$ cat src/rtl/core/fpba_pkg.sv
// Shared constants and types for the fit-policy block allocator.
// Used by the channel interfaces and by the top level; depends on nothing.
`default_nettype none

package fpba_pkg;

   localparam int NUM_SLOTS = 16;
   localparam int SIZE_BITS = 16;
   localparam int SLOT_BITS = (NUM_SLOTS > 1) ? $clog2(NUM_SLOTS) : 1;

   typedef logic [SLOT_BITS-1:0] slot_idx_type;
   typedef logic [SIZE_BITS-1:0] size_type;

   // Command codes carried by a request word.
   localparam logic CMD_LOAD    = 1'b0;
   localparam logic CMD_REQUEST = 1'b1;

   // Placement policy codes; the fourth code behaves as first fit.
   localparam logic [1:0] MODE_FIRST_FIT = 2'd0;
   localparam logic [1:0] MODE_BEST_FIT  = 2'd1;
   localparam logic [1:0] MODE_WORST_FIT = 2'd2;

endpackage : fpba_pkg

`default_nettype wire

$ cat src/rtl/core/fpba_channel_if.sv
// Valid/ready channel interfaces for request and response words.
// Depends on fpba_pkg for the field widths.
`default_nettype none

interface fpba_req_if
   import fpba_pkg::*;
   ();
   logic         valid;
   logic         ready;
   logic         cmd;
   slot_idx_type slot_index;
   size_type     size_value;

   modport source (output valid, output cmd, output slot_index, output size_value,
                   input ready);
   modport sink   (input valid, input cmd, input slot_index, input size_value,
                   output ready);
endinterface : fpba_req_if

interface fpba_rsp_if
   import fpba_pkg::*;
   ();
   logic         valid;
   logic         ready;
   logic         granted;
   slot_idx_type chosen_slot;

   modport source (output valid, output granted, output chosen_slot, input ready);
   modport sink   (input valid, input granted, input chosen_slot, output ready);
endinterface : fpba_rsp_if

`default_nettype wire

$ cat src/rtl/core/fit_policy_block_allocator_unit.sv
// Fit-policy block allocator: size table in a synchronous memory, scanned per request.
// Depends on fpba_pkg and the channel interfaces in fpba_channel_if.sv.
//
//   channel   direction   word
//   req_ch    in          cmd, slot_index, size_value
//   rsp_ch    out         granted, chosen_slot (one word per allocation request)
//   csr_*     in          fit_mode write (csr_we, csr_wdata)
//
// A load word is accepted in the idle state and produces no response word.
// A request is accepted in idle, then scans the table with one size-memory read per slot,
// issued back to back through the single read port, and ends in the finish state.
// Reset clears the present and taken bits, the policy and the response valid bit.
// The response register lets loads and the next request proceed while a response
// waits; a request only stalls in its finish cycle if the previous response is unread.
`default_nettype none

module fit_policy_block_allocator_unit
   import fpba_pkg::*;
(
   input  wire        clock,
   input  wire        reset,
   fpba_req_if.sink   req_ch,
   fpba_rsp_if.source rsp_ch,
   input  wire        csr_we,
   input  wire  [1:0] csr_wdata
);

   localparam logic [1:0] ST_IDLE   = 2'd0;
   localparam logic [1:0] ST_SCAN   = 2'd1;
   localparam logic [1:0] ST_FINISH = 2'd2;

   logic [1:0]           state_ff, state_in;
   logic [1:0]           mode_ff;
   logic [1:0]           scan_mode_ff, scan_mode_in;
   size_type             want_ff, want_in;
   slot_idx_type         scan_idx_ff, scan_idx_in;
   logic                 found_ff, found_in;
   slot_idx_type         pick_ff, pick_in;
   size_type             best_ff, best_in;
   logic [NUM_SLOTS-1:0] present_ff, present_in;
   logic [NUM_SLOTS-1:0] taken_ff, taken_in;
   logic                 rsp_valid_ff, rsp_valid_in;
   logic                 rsp_granted_ff, rsp_granted_in;
   slot_idx_type         rsp_slot_ff, rsp_slot_in;

   size_type             size_mem [NUM_SLOTS];
   size_type             rd_data_ff;
   slot_idx_type         rd_addr;
   logic                 mem_we;

   logic                 accept;
   logic                 fits;
   logic                 better;
   logic                 rsp_free;

   assign accept   = req_ch.valid && req_ch.ready;
   assign rsp_free = !rsp_valid_ff || rsp_ch.ready;
   assign mem_we   = accept && (req_ch.cmd == CMD_LOAD) && (int'(req_ch.slot_index) < NUM_SLOTS);

   // Read address runs one slot ahead of the slot being evaluated.
   assign rd_addr = (state_ff == ST_SCAN) ? scan_idx_ff + slot_idx_type'(1) : '0;

   always_ff @(posedge clock) begin
      if (mem_we) begin
         size_mem[req_ch.slot_index] <= req_ch.size_value;
      end
      rd_data_ff <= size_mem[rd_addr];
   end

   assign fits = present_ff[scan_idx_ff] && !taken_ff[scan_idx_ff] && (rd_data_ff >= want_ff);

   always_comb begin
      case (scan_mode_ff)
         MODE_BEST_FIT:  better = rd_data_ff < best_ff;
         MODE_WORST_FIT: better = rd_data_ff > best_ff;
         default:        better = 1'b0;
      endcase
   end

   always_comb begin
      state_in       = state_ff;
      scan_mode_in   = scan_mode_ff;
      want_in        = want_ff;
      scan_idx_in    = scan_idx_ff;
      found_in       = found_ff;
      pick_in        = pick_ff;
      best_in        = best_ff;
      present_in     = present_ff;
      taken_in       = taken_ff;
      rsp_valid_in   = rsp_valid_ff && !rsp_ch.ready;
      rsp_granted_in = rsp_granted_ff;
      rsp_slot_in    = rsp_slot_ff;

      case (state_ff)
         ST_IDLE: begin
            if (accept) begin
               if (req_ch.cmd == CMD_REQUEST) begin
                  state_in     = ST_SCAN;
                  scan_mode_in = mode_ff;
                  want_in      = req_ch.size_value;
                  scan_idx_in  = '0;
                  found_in     = 1'b0;
                  pick_in      = '0;
                  best_in      = '0;
               end else if (mem_we) begin
                  present_in[req_ch.slot_index] = 1'b1;
                  taken_in[req_ch.slot_index]   = 1'b0;
               end
            end
         end
         ST_SCAN: begin
            if (fits && (!found_ff || better)) begin
               found_in = 1'b1;
               pick_in  = scan_idx_ff;
               best_in  = rd_data_ff;
            end
            if (int'(scan_idx_ff) == NUM_SLOTS - 1) begin
               state_in = ST_FINISH;
            end else begin
               scan_idx_in = scan_idx_ff + slot_idx_type'(1);
            end
         end
         ST_FINISH: begin
            if (rsp_free) begin
               state_in       = ST_IDLE;
               rsp_valid_in   = 1'b1;
               rsp_granted_in = found_ff;
               rsp_slot_in    = found_ff ? pick_ff : '0;
               if (found_ff) begin
                  taken_in[pick_ff] = 1'b1;
               end
            end
         end
         default: begin
            state_in = ST_IDLE;
         end
      endcase
   end

   always_ff @(posedge clock) begin
      if (reset) begin
         state_ff     <= ST_IDLE;
         mode_ff      <= MODE_FIRST_FIT;
         present_ff   <= '0;
         taken_ff     <= '0;
         rsp_valid_ff <= 1'b0;
      end else begin
         state_ff     <= state_in;
         present_ff   <= present_in;
         taken_ff     <= taken_in;
         rsp_valid_ff <= rsp_valid_in;
         if (csr_we) begin
            mode_ff <= csr_wdata;
         end
      end
   end

   always_ff @(posedge clock) begin
      scan_mode_ff   <= scan_mode_in;
      want_ff        <= want_in;
      scan_idx_ff    <= scan_idx_in;
      found_ff       <= found_in;
      pick_ff        <= pick_in;
      best_ff        <= best_in;
      rsp_granted_ff <= rsp_granted_in;
      rsp_slot_ff    <= rsp_slot_in;
   end

   assign req_ch.ready       = (state_ff == ST_IDLE);
   assign rsp_ch.valid       = rsp_valid_ff;
   assign rsp_ch.granted     = rsp_granted_ff;
   assign rsp_ch.chosen_slot = rsp_slot_ff;

endmodule : fit_policy_block_allocator_unit

`default_nettype wire
$ cat src/flat_wrapper.sv
// flat-port wrapper written by rule: the top's interface ports become plain ports
module fit_policy_block_allocator_unit_flat import fpba_pkg::*;
  (clock, reset, csr_we, csr_wdata, req_ch_valid, req_ch_cmd, req_ch_slot_index, req_ch_size_value, req_ch_ready, rsp_ch_valid, rsp_ch_granted, rsp_ch_chosen_slot, rsp_ch_ready);
  fpba_req_if req_ch_i ();
  fpba_rsp_if rsp_ch_i ();
  input  wire clock;
  input  wire reset;
  input  wire csr_we;
  input  wire  [1:0] csr_wdata;
  input wire logic [$bits(req_ch_i.valid)-1:0] req_ch_valid;
  input wire logic [$bits(req_ch_i.cmd)-1:0] req_ch_cmd;
  input wire logic [$bits(req_ch_i.slot_index)-1:0] req_ch_slot_index;
  input wire logic [$bits(req_ch_i.size_value)-1:0] req_ch_size_value;
  output wire logic [$bits(req_ch_i.ready)-1:0] req_ch_ready;
  output wire logic [$bits(rsp_ch_i.valid)-1:0] rsp_ch_valid;
  output wire logic [$bits(rsp_ch_i.granted)-1:0] rsp_ch_granted;
  output wire logic [$bits(rsp_ch_i.chosen_slot)-1:0] rsp_ch_chosen_slot;
  input wire logic [$bits(rsp_ch_i.ready)-1:0] rsp_ch_ready;
  assign req_ch_i.valid = req_ch_valid;
  assign req_ch_i.cmd = req_ch_cmd;
  assign req_ch_i.slot_index = req_ch_slot_index;
  assign req_ch_i.size_value = req_ch_size_value;
  assign req_ch_ready = req_ch_i.ready;
  assign rsp_ch_valid = rsp_ch_i.valid;
  assign rsp_ch_granted = rsp_ch_i.granted;
  assign rsp_ch_chosen_slot = rsp_ch_i.chosen_slot;
  assign rsp_ch_i.ready = rsp_ch_ready;
  fit_policy_block_allocator_unit u_core (.clock(clock), .reset(reset), .req_ch(req_ch_i), .rsp_ch(rsp_ch_i), .csr_we(csr_we), .csr_wdata(csr_wdata));
endmodule
$ cat config.mk
export PLATFORM = sky130hd
export DESIGN_NAME = fit_policy_block_allocator_unit_flat
export DESIGN_NICKNAME = d
export VERILOG_FILES = /design/src/rtl/core/fpba_pkg.sv /design/src/rtl/core/fpba_channel_if.sv /design/src/rtl/core/fit_policy_block_allocator_unit.sv /design/src/flat_wrapper.sv
export SDC_FILE = /design/constraint.sdc
export NUM_CORES = 1
export LEC_CHECK = 0
export BUFFER_PORTS_ARGS = -buffer_cell sky130_fd_sc_hd__clkbuf_2
export CELL_PAD_IN_SITES_DETAIL_PLACEMENT = 1
export CELL_PAD_IN_SITES_GLOBAL_PLACEMENT = 2
export CORE_ASPECT_RATIO = 1.2
export CORE_MARGIN = 4
export CORE_UTILIZATION = 49
export DETAILED_ROUTE_END_ITERATION = 8
export PLACE_DENSITY_LB_ADDON = 0.1
export SLEW_MARGIN = 10
export SYNTH_ARGS = -nofsm -noshare
export SYNTH_HDL_FRONTEND = slang
export SYNTH_SLANG_ARGS = --single-unit
$ cat constraint.sdc
create_clock -name clock -period 5.7 [get_ports clock]
set_clock_uncertainty 0.1 [all_clocks]
set_input_delay 0 -clock clock [delete_from_list [all_inputs] [get_ports clock]]
set_output_delay 0 -clock clock [all_outputs]
set_load 0.01 [all_outputs]
==> results.ini, run 1 <==
[die]
core_area_um2=29000
die_h_um=197
start_util_pct=50.1
dieArea_um2=32500
io-pin-count=35
die_w_um=165
rows=68

[pwr]
power.combinational.fraction_pct=7.5
power.density_nw_per_um2=347
peakVddDrop_uv=371
power_switching_mw=1.30
power_mw=5.79
power_frac_clock_pct=41.5
power_frac_seq_pct=51.0
p_int_mw=4.49
switching_share_pct=22.5
p_leak_nw=5.74

[yosys]
synth_cell_types=55
ys.flop_type=edfxtp_1
synthXorXnorAreaFrac_pct=0.120
post-synth-top-count-cell=edfxtp_1
yosys_register_bits=357
synth_top_cells_by_count=edfxtp_1 (304), nand2_1 (90), mux2i_1 (67)
synth_edf_count=304
yosysWarnings=0
syn_area_um2=14500
muxShareOfSynthArea_pct=7.09
synthAdderAreaFrac_pct=3.01
synth-simple-area-share_pct=9.78
postSynth.asyncResetShare_pct=0
seq_area_frac_synth_pct=70.1
synth_top_family_by_area=simple AND/OR/NAND/NOR gates
synth_nets=1065
synth_area_leaders=edfxtp_1 (63%), dfxtp_1 (7.3%), mux2i_1 (4.6%)
postSynthCellCount=1002
synth_compound_area_share_pct=7.07
yosysTopAreaCellShare_pct=62.8
synth.avg_cell_area_um2=14.5
yosysTopAreaCell=edfxtp_1

[routing]
vias=8514
drtAntennaViolNets=0
wl_met1_um=15100
topRoutingLayerUsed=met4
avgViaCountPerCell=5.70
wirelength_um=35200
drc=0
wl_met2_um=18300
drt-initial-drc-count=475
dr.pass1.iters=5
routedWlPerCell_um=23.6
dr_wl_met3_um=1140

[global_routing]
first_global_vias=9147
grt_max_degree=80
grt_usage_pct=21.9
grt_pass1_wl_um=53700
antenna_found_initial=0
overflow=0

[timing]
relSlewSlack_pct=19.3
final-max-slew-violation-count=0
hold_viol_final=0
fin_tns_setup_ns=0
rsz0062_at_grt=false
fmax_mhz=296
fin_crit_sh_pct=59.2
fin_crit_ns=3.38
final.setup.worst_slack_ns=2.32
setup_viol=0
worst_pin_slew_ns=1.21

[place]
finalWeightedCongestion=0.772
placed_cell_area_um2=15200
place_ws_ns=2.42
io_buffers=34
dp_hpwl_um=22300

[cells_and_area]
drive_gt1_share_pct=14.4
area_growth_pct=14.8
final_area_um2=16700
nets=1142
nFillCells=2730

[critical_path]
critPathMaxStageDelay_ns=0.73
crit_chain=ha_1 -> xor2_1 -> nand2_1 -> buf_4 -> clkinv_1 -> a311oi_1 -> nor3_1 -> a21oi_1
worstSetupStartpointType=flop
crit_buf_inv=2
worst_setup_path_end_kind=flop
required_ns=6.05
arrival_ns=3.72
worst-setup-path-type=flop to flop
worst_path_max_delay_cell=clkinv_1
worstPathMaxFanout=33
path_delay_family=buffers and inverters

[clock_network]
cts_root_buffer=clkbuf_16
clock-sinks=357
clkLatencyLatePin_ns=0.52
cts_buffer_depth=3
htreeDepth=2
cts_tree=done
clkTransAtPathRegs_ns=0.06
numCtsBuffers=37
post_cts_resized=0

[hold_path]
hold_class=input pin to flop

[run]
drv_cap=0

[status]
status=completed

[registers in the layout (all words and copies together) (netlist names)]
name	count
u_core.rsp_ch.valid	1
u_core.scan_mode_ff	2
u_core.mode_ff	2
u_core.rsp_ch.chosen_slot	4
u_core.best_ff	16
u_core.found_ff	1
u_core.pick_ff	4
u_core.rsp_ch.granted	1
u_core.taken_ff	16
u_core.present_ff	16
u_core.state_ff	2
u_core.scan_idx_ff	4
u_core.size_mem	256
u_core.want_ff	16
u_core.rd_data_ff	16
[cells in the final DEF, fill, tap and decap left out, types with 3 or more instances in the layout]
cell type	synthesis	layout
dfxtp_1	53	53
bufinv_16	0	3
nand2_1	90	89
nand4_1	5	5
inv_1	41	41
edfxtp_1	304	304
clkinv_1	1	6
nor2_1	54	41
clkinv_2	1	9
nor4bb_1	5	5
mux4_2	16	16
nor3_1	25	20
nor4_1	4	4
nor2_2	0	13
nand2b_1	9	9
o21ba_2	3	3
nor3_2	0	5
dlygate4sd3_1	0	29
nand3b_1	3	3
a31oi_1	4	4
o21ai_0	13	13
buf_4	2	24
clkbuf_1	34	7
a311oi_1	33	33
clkbuf_8	0	3
clkbuf_16	0	39
nand3_1	5	5
ha_1	35	35
mux2i_1	67	67
a21oi_1	48	48
clkbuf_2	0	34
a211oi_1	33	33
nor3b_1	7	7
and2_1	24	24
o211ai_1	4	4
nor2b_1	40	40
[worst reg2reg max path: stages (launching register included)]
cell	delay, ns
edfxtp_1	0.65
ha_1	0.34
xor2_1	0.15
nand2_1	0.08
buf_4	0.48
clkinv_1	0.74
a311oi_1	0.51
nor3_1	0.10
a21oi_1	0.16
[routing by layer]
metal,track usage [%],vias up
li1,-,3936
met1,28.7,4404
met2,38.3,129
met3,3.47,45
met4,5.24,0
met5,0,-
[power groups by stage]
stage,Sequential (mW),Combinational [mW],Clock [mW]
global route,2.96,0.481,2.58
detailed placement,3.01,0.419,0
global placement,3.00,0.404,0
finish,2.95,0.433,2.40
floorplan,2.98,0.276,0
CTS,2.95,0.439,2.45
[timing repair]
item / CTS / global route
hold buffers: 29 / 0
buffers inserted: 0 / 0
hold endpoints to repair: 289 / 0
[cell type report]
cell class	instances	area, um2	area share, %
tap	385	482	2.88
inverter	45	170	1.02
sequential	357	10200	61.0
clock buffer	49	1040	6.25
timing repair buffer	87	641	3.84
clock inverter	19	173	1.03
antenna	1	2.50	0.0150
multi-input combinational	551	4000	23.9
[stage by stage]
step | utilization (%) | hold WS (ns) | std cells
4_1_cts | 57.5 | 0.0416 | 1493
5_1_grt | 57.5 | 0.0898 | 1493
3_3_place_gp | 52.4 | 0.145 | 1396
6_report | 57.6 | 0.0600 | 1494
2_1_floorplan | - | -0.00113 | 1002
3_5_place_dp | 52.4 | 0.150 | 1396
[logic make-up (layout without fill, tap and decap cells)]
logic type | count (synthesis) | count (layout)
adder cells (fa/ha/maj) | 35 | 35
AO/OA/AOI/OAI | 150 | 150
other | 0 | 1
multiplexers | 83 | 83
buffers and inverters | 94 | 200
AND/OR/NAND/NOR | 281 | 281
XOR/XNOR | 2 | 2
flip-flops | 357 | 357
[worst paths after layout]
kind                                                      start                                to  slack, ns  cells after the start
worst min register to register   u_core.mode_ff[0]$_SDFFE_PP0P_  u_core.scan_mode_ff[0]$_DFFE_PP_       0.36                      0
worst max register to register  u_core.scan_idx_ff[1]$_DFFE_PP_     u_core.rd_data_ff[14]$_DFF_P_       2.32                      8
worst min-delay path                               req_ch_valid  u_core.taken_ff[10]$_SDFFE_PP0P_       0.06                      5
worst max-delay path            u_core.scan_idx_ff[1]$_DFFE_PP_     u_core.rd_data_ff[14]$_DFF_P_       2.32                      8
No activity file was read; power rests on OpenSTA's default activity.
==> run 2: changes to the inputs <==
--- a/config.mk
+++ b/config.mk
@@ -10,7 +10,7 @@
 export CELL_PAD_IN_SITES_GLOBAL_PLACEMENT = 2
 export CORE_ASPECT_RATIO = 1.2
 export CORE_MARGIN = 4
-export CORE_UTILIZATION = 49
+export CORE_UTILIZATION = 41
 export DETAILED_ROUTE_END_ITERATION = 8
 export PLACE_DENSITY_LB_ADDON = 0.1
 export SLEW_MARGIN = 10
==> constraint.sdc (replaced) <==
create_clock -name clock -period 2.7 [get_ports clock]
set_clock_uncertainty 0.1 [all_clocks]
set_input_delay 0 -clock clock [delete_from_list [all_inputs] [get_ports clock]]
set_output_delay 0 -clock clock [all_outputs]
set_load 0.01 [all_outputs]
==> run 2 against run 1 <==
  * Final cell count grew 7.4%
  * Total power grew 110%
  * Via count is essentially flat
  * Critical path type unchanged
==> results.ini, run 2 (synthesis gave the netlist of run 1 again) <==
[timing]
fin_crit_ns=2.58
worst_pin_slew_ns=0.800
relSlewSlack_pct=46.6
fin_crit_sh_pct=95.4
fmax_mhz=388
setup_viol=0
final-max-slew-violation-count=0
rsz0062_at_grt=true
hold_viol_final=0

[clock_network]
clkTransAtPathRegs_ns=0.06
clkLatencyLatePin_ns=0.54
cts_tree=done
cts_buffer_depth=3
numCtsBuffers=39
cts_setup_buffers=0
clock-sinks=357
htreeDepth=2
cts_root_buffer=clkbuf_16

[place]
io_buffers=34
placed_cell_area_um2=15800
finalWeightedCongestion=0.733
dp_hpwl_um=22400

[pwr]
power.density_nw_per_um2=708
power_mw=12.2
power.combinational.fraction_pct=8.3
p_int_mw=9.44
peakVddDrop_uv=631
p_leak_nw=5.94
power_switching_mw=2.79
power_frac_clock_pct=41.0
switching_share_pct=22.8
power_frac_seq_pct=50.7

[cells_and_area]
diodes=0
largest_register_ffs=256
final_area_um2=17300
multi_input_comb_area_um2=4050
nFillCells=3402
nets=1174
utilization_pct=49.4
seq_area_um2=10200
regMostFlops=u_core.size_mem
mostFrequentLayoutCell=edfxtp_1
area_growth_pct=18.8
drive_gt1_share_pct=16.5
final_cell_mix=edfxtp_1 (304), nand2_1 (89), mux2i_1 (67), dfxtp_1 (53), a21oi_1 (47)

[die]
start_util_pct=41.5
io-pin-count=35
core_area_um2=35000
dieArea_um2=38600
die_w_um=180
die_h_um=214
rows=75

[global_routing]
antenna_found_initial=2
overflow=0
grt_max_degree=85
grt_usage_pct=18.8
grt_pass1_wl_um=54800
first_global_vias=8855

[critical_path]
critPathMaxStageDelay_ns=0.39
worstPathMaxFanout=8
worst_setup_path_end_kind=flop
worst-setup-path-type=flop to flop
arrival_ns=2.71
worst_path_max_delay_cell=a2111oi_2
crit_chain=ha_1 -> nand4_1 -> nor3_1 -> a2111oi_2 -> and3b_1 -> mux2i_1 -> a31o_2 -> buf_4
required_ns=2.83
worstSetupStartpointType=flop

[routing]
avgViaCountPerCell=5.30
dr.pass1.iters=4
drt-initial-drc-count=496
drc=0
vias=8508
drtAntennaViolNets=0
routedWlPerCell_um=22.7
wirelength_um=36400

[status]
status=completed

[hold_path]
hold_class=input pin to flop

[run]
drv_cap=0

[run 2: cell types whose count changed in the layout (fill, tap and decap cells not counted), moves of 3 or more]
cell / delta
nor3_4: +5
buf_12: +20
nor3_2: -5
clkbuf_1: +9
clkinv_2: -5
dlygate4sd3_1: -3
buf_4: +13
[run 2: final timing paths]
check	start	endpoint	slack, ns	cells after the start
min	reset	u_core.present_ff[1]$_SDFFE_PP0P_	0.07	2
max	u_core.rd_data_ff[13]$_DFF_P_	u_core.best_ff[2]$_SDFFCE_PN0P_	0.12	8
min reg2reg	u_core.mode_ff[0]$_SDFFE_PP0P_	u_core.scan_mode_ff[0]$_DFFE_PP_	0.35	0
max reg2reg	u_core.rd_data_ff[13]$_DFF_P_	u_core.best_ff[2]$_SDFFCE_PN0P_	0.12	8
[run 2: repair_timing]
item | 4_1_cts | 5_1_grt
gates cloned | 0 | 0
endpoints found under the hold margin | 287 | 0
pin swaps | 1 | 3
endpoints found under the setup margin | 21 | 22
hold buffers | 26 | 0
gates resized for setup | 2 | 3
[run 2: stage by stage]
stage	setup WS, ns	hold slack [ns]	setup TNS [ns]	std cells
after floorplan	0.247	-0.00113	0	1002
after global placement	0.0546	0.143	0	1506
after detailed placement	-0.0473	0.148	-0.700	1506
after CTS	0.0134	0.0461	0	1604
after global routing	-0.0347	0.0752	-0.401	1604
final	0.123	0.0665	0	1604
[run 2: area by class of cell]
class	count	area share, %
Tap cell	462	3.35
Clock inverter	15	0.739
Clock buffer	57	6.12
Timing Repair Buffer	117	6.42
Multi-Input combinational cell	551	23.4
Inverter	45	0.985
Sequential cell	357	59.0
[run 2: power groups by stage]
stage	sequential, mW	combinational, mW	clock [mW]
after global placement	6.31	0.987	0
after global routing	6.21	1.13	5.42
after CTS	6.20	1.03	5.17
after detailed placement	6.32	0.995	0
final	6.20	1.02	5.01
after floorplan	6.29	0.585	0
[run 2: worst max-delay path, delay by kind of cell, from the launching register on]
family | cells | cell delay [ns]
simple gates | 3 | 0.53
buf+inv | 1 | 0.18
compound gates | 2 | 0.60
flops | 1 | 0.33
mux | 1 | 0.22
fa+ha+maj | 1 | 0.32
[run 2: routing by layer]
layer  share of wire, %  track usage [%]  vias up  wire (um)
met5                  0                0        -          0
met4                1.9             4.90        0        676
met3                3.3             2.66       53       1190
met2                 51             32.5      124      18400
met1                 44             25.0     4318      16100
li1                   -                -     4013          -
==> run 3: changes to the inputs <==
--- a/config.mk
+++ b/config.mk
@@ -10,7 +10,7 @@
 export CELL_PAD_IN_SITES_GLOBAL_PLACEMENT = 2
 export CORE_ASPECT_RATIO = 1.2
 export CORE_MARGIN = 4
-export CORE_UTILIZATION = 41
+export CORE_UTILIZATION = 49
 export DETAILED_ROUTE_END_ITERATION = 8
 export PLACE_DENSITY_LB_ADDON = 0.1
 export SLEW_MARGIN = 10
==> constraint.sdc (replaced) <==
create_clock -name clock -period 3.1 [get_ports clock]
set_clock_uncertainty 0.1 [all_clocks]
set_input_delay 0 -clock clock [delete_from_list [all_inputs] [get_ports clock]]
set_output_delay 0 -clock clock [all_outputs]
set_load 0.01 [all_outputs]
==> run 3 against run 2 <==
  * Sequential power down 13%
  * Via count up 0.61%
  * Combinational power down 16%
  * Maximum frequency down 8.3%
  * Die area down 16%
  * Highest routed layer unchanged
==> results.ini, run 3 (synthesis gave the netlist of run 1 again) <==
[status]
status=completed

[pwr]
peakVddDrop_uv=501
power.density_nw_per_um2=623
p_leak_nw=5.86

[place]
place_ws_ns=0.219
dp_hpwl_um=22700
finalWeightedCongestion=0.796
io_buffers=34

[run]
drv_cap=0

[routing]
wirelength_um=36100
routedWlPerCell_um=23.8
drt-initial-drc-count=598
avgViaCountPerCell=5.65
drc=0
vias=8560
drtAntennaViolNets=0
dr.pass1.iters=5

[clock_network]
cts_root_buffer=clkbuf_16
numCtsBuffers=37
clock-sinks=357
cts_tree=done
htreeDepth=2
clkLatencyLatePin_ns=0.52
cts_buffer_depth=3
cts_setup_buffers=0
clkTransAtPathRegs_ns=0.06

[global_routing]
first_global_vias=9116
grt_pass1_wl_um=55100
grt_max_degree=46
overflow=0
antenna_found_initial=0
grt_usage_pct=22.8

[cells_and_area]
diodes=0
mostFrequentLayoutCell=edfxtp_1
largest_register_ffs=256
drive_gt1_share_pct=15.9
regMostFlops=u_core.size_mem
nFillCells=2792
area_growth_pct=16.4
final_cell_mix=edfxtp_1 (304), nand2_1 (89), mux2i_1 (67), dfxtp_1 (53), a21oi_1 (48)
nets=1166

[critical_path]
worst_path_max_delay_cell=mux4_2
r2r_cells=9
crit_buf_inv=4
critPathMaxStageDelay_ns=0.46
worstPathMaxFanout=25
required_ns=3.38
worst-setup-path-type=flop to flop
cp.depth=9
worstSetupStartpointType=flop
crit_chain=nand2b_4 -> inv_2 -> nand2b_1 -> clkinv_2 -> buf_12 -> buf_4 -> mux2i_1 -> mux4_2 -> a21oi_1
worst_setup_path_end_kind=flop
arrival_ns=3.09
path_delay_family=buffers and inverters

[timing]
fin_crit_ns=2.81
fmax_mhz=356
setup_viol=0
final-max-slew-violation-count=0
fin_crit_sh_pct=90.7
worst_pin_slew_ns=1.02
fin_tns_setup_ns=0
relSlewSlack_pct=31.0
final.setup.worst_slack_ns=0.289
rsz0062_at_grt=false
hold_viol_final=0

[die]
start_util_pct=50.1
core_area_um2=29000
rows=68
die_h_um=197
die_w_um=165
dieArea_um2=32500
io-pin-count=35

[hold_path]
holdPathStages=4
hold_class=input pin to flop

-- run 3: where the power goes --
group	leakage, nW	switching (mW)	internal, mW
clock network	0.574	1.75	2.54
logic	2.08	0.526	0.326
registers	3.20	0.0725	5.33
total	5.86	2.34	8.20
-- run 3: what timing repair did --
item / CTS / global route
endpoints found under the setup margin: 0 / 21
hold buffers: 29 / 0
gates resized for setup: 0 / 1
hold endpoints to repair: 286 / 0
-- run 3: layout make-up --
cell class	instances	area [um2]	share of cell area, %
multi-input cells	551	4010	23.7
repair buffers	111	908	5.37
flip-flops and latches	357	10200	60.2
well taps	385	482	2.85
clock buffers	48	1010	5.95
inverters	45	170	1.01
clock inverters	17	166	0.983
-- run 3: final timing paths --
| path | from | to | slack (ns) |
|---|---|---|---|
| worst min-delay path | req_ch_slot_index[3] | u_core.taken_ff[9]$_SDFFE_PP0P_ | 0.06 |
| worst max register to register | u_core.state_ff[1]$_SDFFE_PP0P_ | u_core.rd_data_ff[1]$_DFF_P_ | 0.29 |
| worst min register to register | u_core.mode_ff[1]$_SDFFE_PP0P_ | u_core.scan_mode_ff[1]$_DFFE_PP_ | 0.35 |
| worst max-delay path | u_core.state_ff[1]$_SDFFE_PP0P_ | u_core.rd_data_ff[1]$_DFF_P_ | 0.29 |
-- run 3: layer usage --
layer  track usage (%)  share of wire, %  up-vias
met3              3.12               3.7       44
met2              40.6                52      149
li1                  -                 -     3990
met5                 0                 0        -
met4              4.56               1.6        0
met1              30.1                42     4377
-- run 3: tightest hold or removal path, stage by stage --
cell	delay, ns
clkbuf_2	0.18
nand3b_1	0.18
o21ai_0	0.11
a21oi_1	0.16
-- run 3: stage by stage --
step / std cells / hold slack, ns / instance area [um2] / utilization [%] / power, mW
floorplan: 1002 / -0.00113 / 14500 / - / 5.99
global placement: 1420 / 0.140 / 15500 / 53.3 / 6.30
detailed placement: 1420 / 0.154 / 15500 / 53.3 / 6.33
CTS: 1514 / 0.0327 / 16900 / 58.3 / 10.7
global route: 1514 / 0.0884 / 16900 / 58.4 / 10.9
finish: 1514 / 0.0561 / 16900 / 58.4 / 10.5
